File: config.mk
export PLATFORM = sky130hd
export DESIGN_NAME = tile_order_pixel_address_mapper
export DESIGN_NICKNAME = d
export VERILOG_FILES = /design/src/tpam_pkg.sv /design/src/tile_order_pixel_address_mapper.sv /design/src/tpam_cfg_regs.sv /design/src/tpam_ctrl.sv /design/src/tpam_datapath.sv
export SDC_FILE = /design/constraint.sdc
export NUM_CORES = 1
export LEC_CHECK = 0
export BUFFER_PORTS_ARGS = -buffer_cell sky130_fd_sc_hd__buf_2
export CAP_MARGIN = 20
export CORE_MARGIN = 5
export CORE_UTILIZATION = 37
export CTS_CLUSTER_SIZE = 24
export DETAILED_ROUTE_END_ITERATION = 8
export SYNTH_ARGS = -nofsm -noshare
export SYNTH_HDL_FRONTEND = slang
export SYNTH_SLANG_ARGS = --single-unit
File: constraint.sdc
create_clock -name i_clk -period 8.6 [get_ports i_clk]
set_input_delay 0.43 -clock i_clk [delete_from_list [all_inputs] [get_ports i_clk]]
set_output_delay 0.43 -clock i_clk [all_outputs]
set_load 0.005 [all_outputs]
File: src/tpam_pkg.sv
// ----------------------------------------------------------------------------
// tpam_pkg
// Shared types and constants for the tile order pixel address mapper.
// ----------------------------------------------------------------------------
package tpam_pkg;

    // Address arithmetic wraps at ADDR_BITS; the output carries the low bits.
    localparam int ADDR_BITS = 20;
    localparam int ADDR_W    = 20;
    localparam int MASK_BITS = (ADDR_BITS < ADDR_W) ? ADDR_BITS : ADDR_W;
    localparam logic [ADDR_W-1:0] ADDR_MASK = ADDR_W'((64'd1 << MASK_BITS) - 64'd1);

    // Configuration register indexes.
    localparam int CFG_IDX_W = 3;
    localparam logic [CFG_IDX_W-1:0] CFG_DEPTH_MODE  = 3'd0;
    localparam logic [CFG_IDX_W-1:0] CFG_INVERT      = 3'd1;
    localparam logic [CFG_IDX_W-1:0] CFG_META_ACROSS = 3'd2;
    localparam logic [CFG_IDX_W-1:0] CFG_META_WIDE   = 3'd3;
    localparam logic [CFG_IDX_W-1:0] CFG_META_HIGH   = 3'd4;
    localparam int CFG_DATA_W = 8;

    // Pixel depth codes.
    localparam logic [1:0] DEPTH_1BPP = 2'd0;
    localparam logic [1:0] DEPTH_4BPP = 2'd1;

    // Configuration register contents.
    typedef struct packed {
        logic [1:0] depth_mode;
        logic       invert_pixels;
        logic [7:0] metatiles_across;
        logic [5:0] metatile_tiles_wide;
        logic [5:0] metatile_tiles_high;
    } t_cfg;

    // Controller state.
    typedef enum logic [1:0] {
        ST_IDLE,
        ST_ROW,
        ST_MUL,
        ST_SUM
    } t_state;

    // Commands from the controller to the datapath.
    typedef struct packed {
        logic accept;
        logic calc_row;
        logic calc_mul;
        logic load_out;
    } t_ctrl_cmd;

    // Status from the datapath to the controller.
    typedef struct packed {
        logic out_blocked;
    } t_ctrl_status;

endpackage

File: src/tile_order_pixel_address_mapper.sv
// ----------------------------------------------------------------------------
// tile_order_pixel_address_mapper
// Maps bytes given in tile and metatile order to linear bitmap addresses and
// transforms the pixel data for the configured depth.
// ----------------------------------------------------------------------------
// One transaction is handled at a time. An accepted byte passes these steps
// until its result sits in the output register: the metatile products, then
// the pixel row, byte column and pitch, then the row-times-pitch
// multiplication and last the final add. A new byte is taken only after
// the previous one has been loaded into the output register, and a result
// waiting in the output register lets the next byte enter and run up to
// its final add. The user must see that configuration is written only
// while no transaction is in flight; the block itself does not enforce it.
// ----------------------------------------------------------------------------
module tile_order_pixel_address_mapper (
    input  logic                           i_clk,
    input  logic                           i_rst_n,
    // Configuration write port.
    input  logic                           i_cfg_we,
    input  logic [tpam_pkg::CFG_IDX_W-1:0]  i_cfg_index,
    input  logic [tpam_pkg::CFG_DATA_W-1:0] i_cfg_data,
    // Input channel.
    input  logic                           i_valid,
    output logic                           o_stall,
    input  logic [7:0]                     i_pixel_byte,
    input  logic                           i_restart,
    // Output channel.
    output logic                           o_valid,
    input  logic                           i_stall,
    output logic [tpam_pkg::ADDR_W-1:0]     o_linear_address,
    output logic [7:0]                     o_pixel_out,
    output logic                           o_tile_end
);

    tpam_pkg::t_cfg         cfg;
    tpam_pkg::t_ctrl_cmd    cmd;
    tpam_pkg::t_ctrl_status status;

    // Configuration registers.
    tpam_cfg_regs u_cfg_regs (
        .i_clk       (i_clk),
        .i_rst_n     (i_rst_n),
        .i_cfg_we    (i_cfg_we),
        .i_cfg_index (i_cfg_index),
        .i_cfg_data  (i_cfg_data),
        .o_cfg       (cfg)
    );

    // Transaction sequencer.
    tpam_ctrl u_ctrl (
        .i_clk    (i_clk),
        .i_rst_n  (i_rst_n),
        .i_valid  (i_valid),
        .i_status (status),
        .o_cmd    (cmd),
        .o_stall  (o_stall)
    );

    // Counters, arithmetic and output register.
    tpam_datapath u_datapath (
        .i_clk            (i_clk),
        .i_rst_n          (i_rst_n),
        .i_cfg            (cfg),
        .i_cmd            (cmd),
        .o_status         (status),
        .i_pixel_byte     (i_pixel_byte),
        .i_restart        (i_restart),
        .i_stall          (i_stall),
        .o_valid          (o_valid),
        .o_linear_address (o_linear_address),
        .o_pixel_out      (o_pixel_out),
        .o_tile_end       (o_tile_end)
    );

endmodule

File: src/tpam_cfg_regs.sv
// ----------------------------------------------------------------------------
// tpam_cfg_regs
// Configuration register file written through a simple write port.
// ----------------------------------------------------------------------------
module tpam_cfg_regs (
    input  logic                           i_clk,
    input  logic                           i_rst_n,
    input  logic                           i_cfg_we,
    input  logic [tpam_pkg::CFG_IDX_W-1:0]  i_cfg_index,
    input  logic [tpam_pkg::CFG_DATA_W-1:0] i_cfg_data,
    output tpam_pkg::t_cfg                  o_cfg
);

    tpam_pkg::t_cfg r_cfg;
    tpam_pkg::t_cfg n_cfg;

    // Decode the register index; writes to unknown indexes are dropped.
    always_comb begin
        n_cfg = r_cfg;
        if (i_cfg_we) begin
            case (i_cfg_index)
                tpam_pkg::CFG_DEPTH_MODE:  n_cfg.depth_mode          = i_cfg_data[1:0];
                tpam_pkg::CFG_INVERT:      n_cfg.invert_pixels       = i_cfg_data[0];
                tpam_pkg::CFG_META_ACROSS: n_cfg.metatiles_across    = i_cfg_data[7:0];
                tpam_pkg::CFG_META_WIDE:   n_cfg.metatile_tiles_wide = i_cfg_data[5:0];
                tpam_pkg::CFG_META_HIGH:   n_cfg.metatile_tiles_high = i_cfg_data[5:0];
                default: ;
            endcase
        end
    end

    always_ff @(posedge i_clk) begin
        if (!i_rst_n) begin
            r_cfg.depth_mode          <= tpam_pkg::DEPTH_4BPP;
            r_cfg.invert_pixels       <= 1'b0;
            r_cfg.metatiles_across    <= 8'd1;
            r_cfg.metatile_tiles_wide <= 6'd1;
            r_cfg.metatile_tiles_high <= 6'd1;
        end else begin
            r_cfg <= n_cfg;
        end
    end

    assign o_cfg = r_cfg;

endmodule

File: src/tpam_ctrl.sv
// ----------------------------------------------------------------------------
// tpam_ctrl
// Sequencer that steps one transaction through the address datapath.
// ----------------------------------------------------------------------------
module tpam_ctrl (
    input  logic                   i_clk,
    input  logic                   i_rst_n,
    input  logic                   i_valid,
    input  tpam_pkg::t_ctrl_status i_status,
    output tpam_pkg::t_ctrl_cmd    o_cmd,
    output logic                   o_stall
);

    tpam_pkg::t_state r_state;
    tpam_pkg::t_state n_state;

    // Next state.
    always_comb begin
        n_state = r_state;
        case (r_state)
            tpam_pkg::ST_IDLE: begin
                if (i_valid) begin
                    n_state = tpam_pkg::ST_ROW;
                end
            end
            tpam_pkg::ST_ROW: n_state = tpam_pkg::ST_MUL;
            tpam_pkg::ST_MUL: n_state = tpam_pkg::ST_SUM;
            tpam_pkg::ST_SUM: begin
                if (!i_status.out_blocked) begin
                    n_state = tpam_pkg::ST_IDLE;
                end
            end
            default: n_state = tpam_pkg::ST_IDLE;
        endcase
    end

    // Commands to the datapath.
    always_comb begin
        o_cmd   = '0;
        o_stall = 1'b1;
        case (r_state)
            tpam_pkg::ST_IDLE: begin
                o_stall      = 1'b0;
                o_cmd.accept = i_valid;
            end
            tpam_pkg::ST_ROW: o_cmd.calc_row = 1'b1;
            tpam_pkg::ST_MUL: o_cmd.calc_mul = 1'b1;
            tpam_pkg::ST_SUM: o_cmd.load_out = !i_status.out_blocked;
            default: ;
        endcase
    end

    always_ff @(posedge i_clk) begin
        if (!i_rst_n) begin
            r_state <= tpam_pkg::ST_IDLE;
        end else begin
            r_state <= n_state;
        end
    end

endmodule

File: src/tpam_datapath.sv
// ----------------------------------------------------------------------------
// tpam_datapath
// Tile position counters, address arithmetic, pixel transform and the
// output register.
// ----------------------------------------------------------------------------
module tpam_datapath (
    input  logic                              i_clk,
    input  logic                              i_rst_n,
    input  tpam_pkg::t_cfg                    i_cfg,
    input  tpam_pkg::t_ctrl_cmd               i_cmd,
    output tpam_pkg::t_ctrl_status            o_status,
    input  logic [7:0]                        i_pixel_byte,
    input  logic                              i_restart,
    input  logic                              i_stall,
    output logic                              o_valid,
    output logic [tpam_pkg::ADDR_W-1:0]       o_linear_address,
    output logic [7:0]                        o_pixel_out,
    output logic                              o_tile_end
);

    // Metatile sizes of zero act as one, and sizes above 32 act as 32.
    function automatic logic [5:0] clamp_tiles(input logic [5:0] v);
        logic [5:0] r;
        if (v == 6'd0) begin
            r = 6'd1;
        end else if (v > 6'd32) begin
            r = 6'd32;
        end else begin
            r = v;
        end
        return r;
    endfunction

    // Effective configuration.
    logic [5:0] w;
    logic [5:0] h;
    logic [7:0] a;
    logic [1:0] bpr_shift;
    logic [2:0] bpr_last;

    assign w = clamp_tiles(i_cfg.metatile_tiles_wide);
    assign h = clamp_tiles(i_cfg.metatile_tiles_high);
    assign a = (i_cfg.metatiles_across == 8'd0) ? 8'd1 : i_cfg.metatiles_across;

    // Bytes per tile row as a shift amount, and the index of its last byte.
    always_comb begin
        case (i_cfg.depth_mode)
            tpam_pkg::DEPTH_1BPP: begin
                bpr_shift = 2'd0;
                bpr_last  = 3'd0;
            end
            tpam_pkg::DEPTH_4BPP: begin
                bpr_shift = 2'd2;
                bpr_last  = 3'd3;
            end
            default: begin
                bpr_shift = 2'd3;
                bpr_last  = 3'd7;
            end
        endcase
    end

    // Position counters.
    logic [2:0]  r_bir, n_bir;
    logic [2:0]  r_rit, n_rit;
    logic [4:0]  r_stc, n_stc;
    logic [4:0]  r_str, n_str;
    logic [7:0]  r_mc,  n_mc;
    logic [15:0] r_mr,  n_mr;

    // Position that applies to the current transaction, after restart.
    logic [2:0]  e_bir;
    logic [2:0]  e_rit;
    logic [4:0]  e_stc;
    logic [4:0]  e_str;
    logic [7:0]  e_mc;
    logic [15:0] e_mr;
    logic        row_done;
    logic        tile_done;

    assign e_bir = i_restart ? 3'd0  : r_bir;
    assign e_rit = i_restart ? 3'd0  : r_rit;
    assign e_stc = i_restart ? 5'd0  : r_stc;
    assign e_str = i_restart ? 5'd0  : r_str;
    assign e_mc  = i_restart ? 8'd0  : r_mc;
    assign e_mr  = i_restart ? 16'd0 : r_mr;

    // A tile row also ends when a depth change left the byte count past its end.
    assign row_done  = (e_bir >= bpr_last);
    assign tile_done = row_done && (e_rit == 3'd7);

    // Advance through bytes, rows, tiles within the metatile, then metatiles.
    always_comb begin
        n_bir = e_bir;
        n_rit = e_rit;
        n_stc = e_stc;
        n_str = e_str;
        n_mc  = e_mc;
        n_mr  = e_mr;
        if (!row_done) begin
            n_bir = e_bir + 3'd1;
        end else begin
            n_bir = 3'd0;
            if (e_rit != 3'd7) begin
                n_rit = e_rit + 3'd1;
            end else begin
                n_rit = 3'd0;
                if (({1'b0, e_stc} + 6'd1) < w) begin
                    n_stc = e_stc + 5'd1;
                end else begin
                    n_stc = 5'd0;
                    if (({1'b0, e_str} + 6'd1) < h) begin
                        n_str = e_str + 5'd1;
                    end else begin
                        n_str = 5'd0;
                        if (({1'b0, e_mc} + 9'd1) < {1'b0, a}) begin
                            n_mc = e_mc + 8'd1;
                        end else begin
                            n_mc = 8'd0;
                            n_mr = e_mr + 16'd1;
                        end
                    end
                end
            end
        end
    end

    always_ff @(posedge i_clk) begin
        if (!i_rst_n) begin
            r_bir <= '0;
            r_rit <= '0;
            r_stc <= '0;
            r_str <= '0;
            r_mc  <= '0;
            r_mr  <= '0;
        end else if (i_cmd.accept) begin
            r_bir <= n_bir;
            r_rit <= n_rit;
            r_stc <= n_stc;
            r_str <= n_str;
            r_mc  <= n_mc;
            r_mr  <= n_mr;
        end
    end

    // Pixel transform: bit reverse, nibble swap or pass, then optional invert.
    logic [7:0] rev_byte;
    logic [7:0] px;

    always_comb begin
        for (int i = 0; i < 8; i++) begin
            rev_byte[i] = i_pixel_byte[7-i];
        end
    end

    always_comb begin
        case (i_cfg.depth_mode)
            tpam_pkg::DEPTH_1BPP: px = rev_byte;
            tpam_pkg::DEPTH_4BPP: px = {i_pixel_byte[3:0], i_pixel_byte[7:4]};
            default:              px = i_pixel_byte;
        endcase
        if (i_cfg.invert_pixels) begin
            px = ~px;
        end
    end

    // First step: metatile products, taken when the transaction is accepted.
    logic [21:0] mrh;
    logic [13:0] mcw;
    logic [13:0] aw;

    assign mrh = {6'd0, e_mr} * {16'd0, h};
    assign mcw = {6'd0, e_mc} * {8'd0, w};
    assign aw  = {6'd0, a} * {8'd0, w};

    logic [21:0] r_mrh;
    logic [13:0] r_mcw;
    logic [13:0] r_aw;
    logic [4:0]  r_p_str;
    logic [4:0]  r_p_stc;
    logic [2:0]  r_p_rit;
    logic [2:0]  r_p_bir;
    logic [7:0]  r_px;
    logic        r_tile_done;

    always_ff @(posedge i_clk) begin
        if (i_cmd.accept) begin
            r_mrh       <= mrh;
            r_mcw       <= mcw;
            r_aw        <= aw;
            r_p_str     <= e_str;
            r_p_stc     <= e_stc;
            r_p_rit     <= e_rit;
            r_p_bir     <= e_bir;
            r_px        <= px;
            r_tile_done <= tile_done;
        end
    end

    // Second step: pixel row, byte column and pitch. Only the low address
    // bits of the row are kept, since everything downstream wraps.
    logic [21:0] row_base;
    logic [24:0] row_full;
    logic [13:0] col_base;
    logic [16:0] col_full;
    logic [16:0] pitch;

    assign row_base = r_mrh + {17'd0, r_p_str};
    assign row_full = {row_base, 3'b000} + {22'd0, r_p_rit};
    assign col_base = r_mcw + {9'd0, r_p_stc};
    assign col_full = ({3'd0, col_base} << bpr_shift) + {14'd0, r_p_bir};
    assign pitch    = {3'd0, r_aw} << bpr_shift;

    logic [tpam_pkg::ADDR_W-1:0] r_row;
    logic [16:0]                 r_col;
    logic [16:0]                 r_pitch;

    always_ff @(posedge i_clk) begin
        if (i_cmd.calc_row) begin
            r_row   <= row_full[tpam_pkg::ADDR_W-1:0];
            r_col   <= col_full;
            r_pitch <= pitch;
        end
    end

    // Third step: row times pitch.
    logic [tpam_pkg::ADDR_W+16:0] prod_full;
    logic [tpam_pkg::ADDR_W-1:0]  r_prod;

    assign prod_full = {17'd0, r_row} * {{tpam_pkg::ADDR_W{1'b0}}, r_pitch};

    always_ff @(posedge i_clk) begin
        if (i_cmd.calc_mul) begin
            r_prod <= prod_full[tpam_pkg::ADDR_W-1:0];
        end
    end

    // Final step: add the column and wrap into the output register.
    logic [tpam_pkg::ADDR_W-1:0] addr_sum;

    assign addr_sum = r_prod + {{(tpam_pkg::ADDR_W-17){1'b0}}, r_col};

    logic                        r_out_valid;
    logic [tpam_pkg::ADDR_W-1:0] r_out_addr;
    logic [7:0]                  r_out_px;
    logic                        r_out_tile_end;

    always_ff @(posedge i_clk) begin
        if (!i_rst_n) begin
            r_out_valid <= 1'b0;
        end else if (i_cmd.load_out) begin
            r_out_valid <= 1'b1;
        end else if (!i_stall) begin
            r_out_valid <= 1'b0;
        end
    end

    always_ff @(posedge i_clk) begin
        if (i_cmd.load_out) begin
            r_out_addr     <= addr_sum & tpam_pkg::ADDR_MASK;
            r_out_px       <= r_px;
            r_out_tile_end <= r_tile_done;
        end
    end

    assign o_status.out_blocked = r_out_valid && i_stall;

    assign o_valid          = r_out_valid;
    assign o_linear_address = r_out_addr;
    assign o_pixel_out      = r_out_px;
    assign o_tile_end       = r_out_tile_end;

endmodule
==> results.py <==
metrics = {
    "die": {
        "io-pin-count": 56,
        "die_h_um": 258,
        "placementRows": 91,
        "coreArea_sq_um": 61400,
        "die_w_um": 258,
        "start_util": 0.371,
        "die_area_sq_um": 66700,
    },
    "clock_tree": {
        "cts_inserted_buffers": 29,
        "cts-resized-gates": 0,
        "cts_tree": "done",
        "htreeDepth": 1,
        "clk_latency_ns": 0.57,
        "cts.clk_slew.worst_paths_ns": 0.06,
        "cts_buffer_depth": 3,
        "cts_root_buf": "clkbuf_16",
        "clkSinkCount": 239,
        "ctsHoldBuffers": 0,
        "postCtsSetupBuffers": 0,
    },
    "worst_setup_path": {
        "max_stage_delay_ns": 0.64,
        "cpMostUsedCell": "fa_1",
        "path_cells": "nand2_1 > fa_1 > inv_1 > fa_1 > inv_1 > fa_1 > inv_1 > fa_1 > fa_1 > inv_1 > fa_1 > inv_1 > ha_1 > or3_1 > a211o_1 > a31o_2 > a21oi_1 > xnor2_1",
        "cp.required_ns": 8.90,
        "slowest_stage": "edfxtp_1",
        "rr_worst_depth": 18,
        "cp_max_fo": 12,
        "worstSetupPathType": "reg2reg",
        "r2r-end": "u_datapath.r_prod[18]",
        "ff2ff_setup_slack_ns": 2.76,
        "endpoint_kind": "flip-flop",
        "arrival_ns": 6.14,
        "rr_startpoint": "u_datapath.r_pitch[8]",
        "critPathLaunchType": "flip-flop",
    },
    "sta": {
        "tightest_slew_ns": 1.10,
        "finalSetupTns_ns": 0,
        "period_needed_ns": 5.84,
        "slew_headroom": 0.250,
        "finalSetupViolCount": 0,
        "finalClockSkew_ns": 0.0156,
        "drv_slew": 0,
        "period_share": 0.679,
        "finalHoldWorstSlack_ns": 0.107,
        "finalWorstSetupSlack_ns": 2.76,
        "rsz0062_at_grt": "false",
        "timing.fmax_ghz": 0.171,
        "hold_violations": 0,
    },
    "final_layout": {
        "layout-drive-gt1-share": 0.0586,
        "insertedDiodeCount": 0,
        "fin_cells": 3263,
        "area_growth_pct": 9.33,
        "n_fill_cell": 6017,
        "num-nets-final": 2897,
    },
    "synth": {
        "syn_inst": 2430,
        "avgSynthCellArea_sq_um": 9.38,
        "yosysSeqAreaShare": 0.286,
        "synth_area_leader_cell": "edfxtp_1",
        "synth_cell_type_count": 73,
        "ys_top_cells_by_area": "edfxtp_1 (23%), fa_1 (21%), ha_1 (9.9%)",
        "ys.flop_type": "edfxtp_1",
        "synth_edf_count": 173,
        "synth_top_area_frac": 0.228,
        "ys_seq_elements": 239,
        "postSynth.asyncResetShare": 0,
        "syn_nets": 2877,
        "syn_area_sq_um": 22800,
        "yosysWarnings": 0,
    },
    "status": {
        "outcome": "completed",
    },
    "drt": {
        "routed_via_density": 4.96,
        "wl_mm": 51.4,
        "vias": 16200,
        "first_pass_iters": 5,
        "drtIter0Drc": 830,
        "wl_per_cell_um": 15.7,
        "drc": 0,
        "postRouteAntennaNets": 0,
    },
    "placement": {
        "portBuffers": 55,
        "place_inst": 3207,
        "pre_cts_ws_ns": 2.75,
        "gp_congestion": 0.902,
        "place_hpwl_mm": 40.8,
    },
    "hold_path": {
        "min_path_cells": 3,
        "hold_class": "in2reg",
        "hold_start": "i_cfg_data[6]",
        "hold_end": "u_cfg_regs.o_cfg[18]",
    },
    "global_route": {
        "overflow": 0,
        "grtUsageTotal": 0.153,
        "antenna_found_initial": 3,
        "grt_max_degree": 79,
        "grt_pass1_vias": 16800,
        "grt_pass1_wl_mm": 85.6,
    },
    "run": {
        "drv_cap": 0,
    },
}
sequential cells by signal (all words and copies together) (netlist names), 14 cells and up:
name / count
u_datapath.r_mcw: 14
u_datapath.r_row: 20
u_datapath.r_pitch: 17
u_cfg_regs.o_cfg: 23
u_datapath.r_prod: 20
u_datapath.r_mr: 16
u_datapath.r_col: 17
u_datapath.o_linear_address: 20
u_datapath.r_aw: 14
u_datapath.r_mrh: 17
how the worst max path moves through the flow:
stage | from | to | slack [ns] | cells past startpoint
finish | u_datapath.r_pitch[8] | u_datapath.r_prod[18] | 2.76 | 18
global route | u_datapath.r_row[6] | u_datapath.r_prod[19] | 2.43 | 17
CTS | u_datapath.r_row[7] | u_datapath.r_prod[18] | 2.75 | 18
floorplan | u_datapath.r_pitch[3] | u_datapath.r_prod[18] | 3.05 | 18
global placement | u_datapath.r_row[5] | u_datapath.r_prod[19] | 2.84 | 17
detailed placement | u_datapath.r_row[7] | u_datapath.r_prod[18] | 2.75 | 18
Yosys cell counts (66+ instances only):
library cell and n:
inv_1 379, nand2_1 286, fa_1 242, nor2_1 232
ha_1 180, edfxtp_1 173, xnor2_1 101, and2_1 88
a21oi_1 78, clkbuf_1 69, o21ai_0 67, dfxtp_1 66
stage by stage:
stage | util | instance area, sq um
2_1_floorplan | - | 22800
6_report | 0.406 | 24900
3_3_place_gp | 0.389 | 23900
5_1_grt | 0.406 | 24900
3_5_place_dp | 0.389 | 23900
4_1_cts | 0.406 | 24900
per-layer routing:
| layer | up-vias | share of wire | GRT usage |
|---|---|---|---|
| met3 | 86 | 0.043 | 0.0177 |
| met5 | - | 0 | 0 |
| met1 | 7851 | 0.47 | 0.217 |
| met4 | 0 | 0.026 | 0.0400 |
| met2 | 362 | 0.46 | 0.252 |
| li1 | 7887 | - | - |
placed cells by master (no fill, tap or decap), types with 41 or more instances in the layout:
cell type / count
ha_1: 179
xor2_1: 56
fa_1: 242
dfxtp_1: 65
nand2_1: 286
and2_1: 88
xnor2_1: 101
mux2i_1: 41
nand3_1: 44
nor2_1: 232
buf_2: 55
nor2b_1: 42
o21ai_0: 67
inv_1: 378
edfxtp_1: 173
a21oi_1: 78
kinds of logic (layout without fill, tap and decap cells):
kind of cell             count (synthesis)  count (layout)  share of synthesized area
AO/OA/AOI/OAI                          277             277                     0.0772
flip-flops                             239             239                      0.286
buffers and inverters                  460             503                     0.0759
adder cells (fa/ha/maj)                422             422                      0.311
XOR/XNOR                               157             157                     0.0603
AND/OR/NAND/NOR                        832             832                      0.171
multiplexers                            43              43                     0.0190
worst max-delay path: cells and delay by family, from the launching register on:
kind | cells | cell delay (ns)
adder cells (fa/ha/maj) | 7 | 3.31
AO/OA/AOI/OAI | 3 | 0.72
flip-flops | 1 | 0.64
AND/OR/NAND/NOR | 2 | 0.54
buffers and inverters | 5 | 0.26
XOR/XNOR | 1 | 0.09
final cells by class:
| class | count | area [sq um] | share of cell area |
|---|---|---|---|
| Multi-Input combinational cell | 1731 | 14600 | 0.584 |
| Timing Repair Buffer | 67 | 385 | 0.0155 |
| Tap cell | 790 | 988 | 0.0397 |
| Inverter | 382 | 1430 | 0.0575 |
| Clock inverter | 14 | 183 | 0.00733 |
| Clock buffer | 40 | 850 | 0.0341 |
| Sequential cell | 239 | 6520 | 0.262 |
Power is not shown: default switching activity piles up to over one toggle a cycle in this logic, so the estimate is an artifact.
